===== src/sv/cba_pkg.sv =====
// Shared types and constants of the conv / batch-norm / activation stage.
package cba_pkg;

    // configuration port
    localparam int CFG_IDX_W  = 3;
    localparam int CFG_DATA_W = 40;

    localparam logic [CFG_IDX_W-1:0] CFG_WEIGHT_SUM_GAIN  = 3'd0;
    localparam logic [CFG_IDX_W-1:0] CFG_INPUT_SUM_GAIN   = 3'd1;
    localparam logic [CFG_IDX_W-1:0] CFG_WEIGHT_SUM_SHIFT = 3'd2;
    localparam logic [CFG_IDX_W-1:0] CFG_INPUT_SUM_SHIFT  = 3'd3;
    localparam logic [CFG_IDX_W-1:0] CFG_BIAS_PER_INPUT   = 3'd4;
    localparam logic [CFG_IDX_W-1:0] CFG_INPUTS_PER_GROUP = 3'd5;

    // item kinds
    localparam logic ACT_PROCESS = 1'b0;
    localparam logic ACT_LOAD    = 1'b1;

    // corrected accumulator fits 52 bits signed for all register values
    localparam int ACC_W = 52;

    // decoupling queue between front and back
    localparam int QUEUE_DEPTH = 4;

    typedef struct packed {
        logic                    is_load;
        logic signed [ACC_W-1:0] acc;
        logic signed [23:0]      bn_mul;
        logic signed [31:0]      bn_add;
        logic [3:0]              bn_shift;
        logic [3:0]              seg_index;
        logic [59:0]             seg_word;
        logic [7:0]              seg_offset;
    } q_item_t;

endpackage


===== src/sv/cba_queue.sv =====
// Short queue that decouples the front part from the back part.
module cba_queue (
    input  logic             clk,
    input  logic             rst_n,
    input  logic             wr_en,
    input  cba_pkg::q_item_t wr_item,
    output logic             full,
    input  logic             rd_en,
    output cba_pkg::q_item_t rd_item,
    output logic             empty
);
    import cba_pkg::*;

    localparam int PTR_W = $clog2(QUEUE_DEPTH);

    q_item_t          slot_reg [QUEUE_DEPTH];
    logic [PTR_W-1:0] wr_ptr_reg, wr_ptr_next;
    logic [PTR_W-1:0] rd_ptr_reg, rd_ptr_next;
    logic [PTR_W:0]   count_reg, count_next;
    logic             do_wr;
    logic             do_rd;

    assign full    = (count_reg == (PTR_W+1)'(QUEUE_DEPTH));
    assign empty   = (count_reg == '0);
    assign do_wr   = wr_en && !full;
    assign do_rd   = rd_en && !empty;
    assign rd_item = slot_reg[rd_ptr_reg];

    always_comb
    begin
        wr_ptr_next = wr_ptr_reg + PTR_W'(do_wr);
        rd_ptr_next = rd_ptr_reg + PTR_W'(do_rd);
        count_next  = count_reg + (PTR_W+1)'(do_wr) - (PTR_W+1)'(do_rd);
    end

    always_ff @(posedge clk or negedge rst_n)
    begin
        if (!rst_n)
        begin
            wr_ptr_reg <= '0;
            rd_ptr_reg <= '0;
            count_reg  <= '0;
        end
        else
        begin
            wr_ptr_reg <= wr_ptr_next;
            rd_ptr_reg <= rd_ptr_next;
            count_reg  <= count_next;
        end
    end

    always_ff @(posedge clk)
    begin
        if (do_wr)
        begin
            slot_reg[wr_ptr_reg] <= wr_item;
        end
    end

endmodule


===== config.mk =====
export PLATFORM = sky130hd
export DESIGN_NAME = cba_queue
export DESIGN_NICKNAME = d
export VERILOG_FILES = /design/src/sv/cba_pkg.sv /design/src/sv/cba_queue.sv
export SDC_FILE = /design/constraint.sdc
export NUM_CORES = 1
export LEC_CHECK = 0
export BUFFER_PORTS_ARGS = -buffer_cell sky130_fd_sc_hd__buf_2
export CORE_MARGIN = 2
export CORE_UTILIZATION = 45
export CTS_CLUSTER_DIAMETER = 200
export CTS_CLUSTER_SIZE = 30
export DETAILED_ROUTE_END_ITERATION = 8
export PLACE_DENSITY = 0.79
export SLEW_MARGIN = 20
export SYNTH_ARGS = -nofsm -noshare
export SYNTH_HDL_FRONTEND = slang
export SYNTH_SLANG_ARGS = --single-unit

===== constraint.sdc =====
create_clock -name clk -period 20.6 [get_ports clk]
set_clock_uncertainty 0.15 [all_clocks]
set_input_delay 3.09 -clock clk [delete_from_list [all_inputs] [get_ports clk]]
set_output_delay 3.09 -clock clk [all_outputs]
set_load 0.02 [all_outputs]

### Word-level counts from Yosys, hierarchy flattened

Memory sizes are Yosys's and may differ from the RTL's.
Cells that the tools add are included.
Widths: inputs -> output; s select.

* add/sub/neg operators: 4
* equal/unequal tests: 1
* muxes and demuxes: 2
* reduce and logical (&&, ||, !) cells: 5

Operators by type and width (number)
* $add 2x1->2: 2
* $add 3x1->3: 1
* $eq 3x3->1 const B: 1
* $logic_not 3->1: 1
* $sub 3x1->3: 1
* $logic_and 1x1->1: 2
* $logic_not 1->1: 2
* $mux 1: 2

* register bits after elaboration: 7
* bits in writable memories: 740
* input port bits: 189
* output and inout port bits: 187
* logic and storage cells: 16
* memories: 1

Memory list
* slot_reg: words 4, width 185, rd ports 1, clocked after Yosys merged registers in 0, write ports 1, RTL line cba_queue.sv:16 `q_item_t slot_reg [QUEUE_DEPTH];`

### Longest topological paths before layout

Gate-level depths: netlist of the first run.

* depth after elaboration: 5
* gate-level depth with buffers: 6
* gate-level depth less buffers: 6

### Least setup slack after synthesis of the first run

No wires, ideal clock.

* path kind: input-to-reg
* from: in wr_en
* to: mem slot_reg[0][0] (netlist name), enable pin
* arrival: 21603 ps
* data required time: 19203 ps
* setup slack: -2400 ps
* stages: 1
* path buffers: 0
* path through: nor4b_1

* longest elaborated chain between the ends: 3

Ends and longest elaborated chain
* start, declared: RTL line cba_queue.sv:5 `input logic wr_en,`
* $logic_and 1x1->1: RTL line cba_queue.sv:25 `assign do_wr = wr_en && !full;`
* $mux 1: RTL line cba_queue.sv:54 `if (do_wr)`
* $mux 1 (implied by the code): RTL line cba_queue.sv:56 `slot_reg[wr_ptr_reg] <= wr_item;`
* end, declared: RTL line cba_queue.sv:16

Every way passes these cells.

==> results.cfg, run 1 <==
[outcome]
status = finished, final reports clean

[pwr]
power_mw = 4.26
p_comb_share_pct = 34.5
seq_power_share_pct = 49.7
p_per_area_nw_per_um2 = 139
p_leak_nw = 10.1
p_int_mw = 2.85
p_switching_mw = 1.41
ir_drop_mv = 0.104
clkPwrFrac_pct = 15.7
p_sw_share_pct = 33.0

[drt]
antenna_left = 0
drt-initial-drc-count = 658
route.detailed.drc = 0
first_pass_iters = 7
drt_wl_total_um = 49700
viasPerCell = 5.39
num_vias = 11669
wire_per_inst_um = 23.0

[critical_path]
critPathCaptureType = output port
crit_fanout = 101
path_class = flip-flop to output port
cp.arrival_ns = 3.39
crit_required_ns = 17.36
critPathLaunchType = flip-flop

[logic_synthesis]
ys_ff_latch = 747
synth_top_area_share_pct = 82.1
async_flop_share_pct = 0.937
synth.top_cells.by_area = edfxtp_1 82%, mux4_2 15%, buf_6 0.67%
yosys.area.top_type = edfxtp_1
mappedNetlistNets = 1190
synthesis.area_um2 = 27100
yosysMostFrequentCell = edfxtp_1
synthFlopType = edfxtp_1
synth.yosys.seq_area_share_pct = 82.7
netlist_instances = 998
yosysWarnings = 0
avgSynthCellArea_um2 = 27.1
synth-edff-count = 740
synth.distinct_cells = 24
synthTopCellsByCount = 740 x edfxtp_1, 185 x mux4_2, 21 x buf_2

[floorplanning]
rows = 89
num_io_pins = 376
die_area_um2 = 62200
die_x_um = 249
start_util_pct = 45.7
die_y_um = 249
coreArea_um2 = 59200

[placed_design]
gp_congestion = 0.757
post-dp-hpwl_um = 31500
port-buffer-count = 375

[final_layout]
syn_to_final_growth_pct = 12.9
regArea_um2 = 22400
largest_register_ffs = 740
drive_gt1_share_pct = 44.2
fillers = 4533
utilization_pct = 51.6
multi_input_comb_area_um2 = 4400
fin_nets = 1570

[timing]
drv_slew = 0
hold_ws_ns = 0.473
setup_viol = 0
post-route-period-util_pct = 32.2
period_needed_ns = 6.63
fmax_mhz = 151
tightest_slew_ns = 1.11
finalHoldViolCount = 0
max_slew_margin_pct = 26.1
rsz0062_at_grt = no
finalSetupTns_ns = 0

[global_routing]
grt_usage_pct = 15.7
grt_pass1_wl_um = 75400
antenna_found_initial = 10
grt_pass1_vias = 12479
grt_max_degree = 102
grt_overflow = 0

[clock_tree]
post_cts_buffers = 0
cts_buffers = 28
holdBufCountCts = 0
post_cts_resized = 0
clkSlewWorstSetupHoldPaths_ns = 0.10
cts-root-buf = clkbuf_16
cts_max_level = 1
clockBufferDepth = 3
numClockSinks = 747
insertion_delay_ns = 0.61
cts_tree = yes

[min_path]
hp-class = flip-flop to flip-flop

[flow_run]
maxCapViolations = 0
## critical path, cell delays in order (launching register included)
cell	delay, ns
dfrtp_4	1.02
buf_12	0.50
mux4_2	0.61
buf_2	0.20
## cells in the final DEF, fill, tap and decap left out, types with 2 or more instances in the layout
master and instances:
mux4_2 185, dfrtp_4 2, diode_2 2, buf_2 375, dfrtp_1 5, clkbuf_16 29
ha_1 2, edfxtp_1 740, and4bb_4 2, xnor2_1 4, clkbuf_1 11, nor2_1 2
buf_4 16
## layer usage
| layer | vias to the layer above | wire [µm] | GRT usage (%) |
|---|---|---|---|
| li1 | 5074 | - | - |
| met1 | 6157 | 19800 | 21.0 |
| met2 | 357 | 25000 | 26.4 |
| met3 | 67 | 3700 | 3.98 |
| met4 | 14 | 1060 | 3.24 |
| met5 | - | 100 | 0 |
## worst paths after layout
path                                     from         endpoint  slack (ns)  cells past startpoint
worst min-delay path            wr_ptr_reg[1]    wr_ptr_reg[1]        0.47                      1
min in group asynchronous               rst_n    wr_ptr_reg[0]        2.14                      1
worst max-delay path            rd_ptr_reg[0]       rd_item[1]       13.97                      3
max in group asynchronous               rst_n    rd_ptr_reg[1]       17.98                      1
worst max register to register   count_reg[2]  slot_reg[1][76]       17.10                      4
worst min register to register  wr_ptr_reg[1]    wr_ptr_reg[1]        0.47                      1
## power groups by stage
stage | logic [mW] | clock network (mW) | registers (mW)
floorplan | 1.09 | 0 | 2.14
global placement | 1.49 | 0 | 2.14
detailed placement | 1.50 | 0 | 2.16
CTS | 1.51 | 0.693 | 2.13
global route | 1.56 | 0.740 | 2.15
finish | 1.47 | 0.670 | 2.12
## per-stage QoR
stage	setup WS, ns	std cells	area [µm²]
floorplan	6.52	998	27100
finish	13.97	2164	30600
global route	13.68	2163	30600
global placement	14.58	2121	29800
detailed placement	14.57	2121	29800
CTS	13.88	2162	30600
## cell families (layout without fill, tap and decap cells)
family                   Yosys count  in the layout  share of synthesized area (%)
AND/OR/NAND/NOR                   10             10                          0.291
AO/OA/AOI/OAI                      4              4                          0.120
XOR/XNOR                           5              5                          0.162
flip-flops                       747            747                           82.7
buffers and inverters             43            434                           1.14
adder cells (fa/ha/maj)            3              3                          0.166
multiplexers                     186            186                           15.4
other                              0              2                              0
## final cells by class
class	count	share of cell area [%]
sequential	747	73.3
multi-input combinational	208	14.4
timing repair buffer	392	6.60
clock buffer	40	2.51
tap	773	3.16
clock inverter	1	0.0164
antenna	2	0.0164
inverter	1	0.0123
Power figures use the tool's default switching activity.
==> run 2: changes to the inputs <==
--- a/config.mk
+++ b/config.mk
@@ -11,7 +11,7 @@
 export CTS_CLUSTER_DIAMETER = 200
 export CTS_CLUSTER_SIZE = 30
 export DETAILED_ROUTE_END_ITERATION = 8
-export PLACE_DENSITY = 0.79
+export PLACE_DENSITY = 0.77
 export SLEW_MARGIN = 20
 export SYNTH_ARGS = -nofsm -noshare
 export SYNTH_HDL_FRONTEND = slang
==> constraint.sdc (replaced) <==
create_clock -name clk -period 6.17 [get_ports clk]
set_clock_uncertainty 0.15 [all_clocks]
set_input_delay 0.9255 -clock clk [delete_from_list [all_inputs] [get_ports clk]]
set_output_delay 0.9255 -clock clk [all_outputs]
set_load 0.02 [all_outputs]
==> results.cfg, run 2 (same netlist as run 1, synthesis figures left out) <==
[outcome]
status = finished, final reports clean

[global_routing]
grt_overflow = 0
grt_pass1_vias = 12442
grt_pass1_wl_um = 77600
grt_max_degree = 107
grt_usage_pct = 16.3
antenna_found_initial = 10

[clock_tree]
cts_tree = yes
numClockSinks = 747
cts_max_level = 1
cts-root-buf = clkbuf_16
clkSlewWorstSetupHoldPaths_ns = 0.11
post_cts_buffers = 0
insertion_delay_ns = 0.60
clockBufferDepth = 3
cts_buffers = 28

[final_layout]
drive_gt1_share_pct = 44.1
post-route-cell-area_um2 = 30600
fin_nets = 1569
fillers = 4534
multi_input_comb_area_um2 = 4400
mostFrequentLayoutCell = edfxtp_1
largest_register_ffs = 740
syn_to_final_growth_pct = 13.2
final_cell_mix = 740 x edfxtp_1, 375 x buf_2, 185 x mux4_2, 29 x clkbuf_16, 11 x clkbuf_1
regArea_um2 = 22400
utilization_pct = 51.7

[floorplanning]
rows = 89
die_x_um = 249
coreArea_um2 = 59200
start_util_pct = 45.7
num_io_pins = 376
die_y_um = 249
die_area_um2 = 62200

[timing]
fmax_mhz = 250
hold_ws_ns = 0.368
period_needed_ns = 4.00
post-route-period-util_pct = 64.8
tightest_slew_ns = 0.893
setup_viol = 0
max_slew_margin_pct = 40.4
rsz0062_at_grt = no
drv_slew = 0
finalHoldViolCount = 0
finalSetupTns_ns = 0

[placed_design]
post-dp-hpwl_um = 31200
gp_congestion = 0.722
port-buffer-count = 375
placed_cell_area_um2 = 29900

[drt]
num_vias = 11805
viasPerCell = 5.45
top_layer_used = met5
wl_met1_um = 20400
first_pass_iters = 4
wl_met2_um = 26000
wl_met3_um = 3880
drt_wl_total_um = 51300
route.detailed.drc = 0
antenna_left = 0
drt-initial-drc-count = 749
wire_per_inst_um = 23.7

[critical_path]
crit_required_ns = 5.09
path_class = flip-flop to output port
crit_fanout = 63
cp.arrival_ns = 2.92
critPathLaunchType = flip-flop
critPathCaptureType = output port
r2r_cells = 3

[pwr]
p_per_area_nw_per_um2 = 466
p_leak_nw = 10.1
ir_drop_mv = 0.442

[min_path]
whs_path_depth = 1
hp-class = input pin to flip-flop

[flow_run]
maxCapViolations = 0
run 2: report_power, final:
part	switching [mW]	total, mW	internal (mW)	leakage [nW]
sequential	0.350	7.05	6.70	6.86
combinational	3.01	4.99	1.98	2.85
clock	1.36	2.23	0.872	0.374
run 2: worst max-delay path: stages (launching register included):
cell and delay (ns):
dfrtp_4 0.91, buf_12 0.52, mux4_2 0.58, buf_2 0.18
run 2: repair_timing:
action	in CTS	in global routing
hold buffers	1	0
hold endpoints to repair	7	0
resized for setup	0	0
run 2: final cells by class:
class                      count  area share (%)
antenna                        5          0.0408
clock buffer                  40            2.50
clock inverter                 1          0.0163
inverter                       1          0.0122
multi-input combinational    208            14.4
sequential                   747            73.1
tap                          773            3.16
timing repair buffer         391            6.81
run 2: per-stage QoR:
stage,worst slack [ns],power [mW],std cells
5_1_grt,1.93,14.9,2165
4_1_cts,2.04,14.5,2161
6_report,2.17,14.3,2166
2_1_floorplan,-1.26,10.7,998
3_5_place_dp,2.72,12.3,2119
3_3_place_gp,2.73,12.2,2119
run 2: metal layers:
layer | GRT usage (%) | up-vias
met2 | 27.5 | 405
met4 | 3.56 | 10
li1 | - | 5068
met5 | 0 | -
met1 | 21.9 | 6254
met3 | 3.85 | 68
run 2: worst paths after layout:
path	slack [ns]	end	startpoint
max	2.17	rd_item[50]	rd_ptr_reg[0]
min	0.37	slot_reg[1][49]	wr_item[49]
max reg2reg	3.26	slot_reg[1][65]	count_reg[2]
min reg2reg	0.44	wr_ptr_reg[1]	wr_ptr_reg[1]
max in group asynchronous	5.17	rd_ptr_reg[0]	rst_n
min in group asynchronous	0.53	count_reg[0]	rst_n
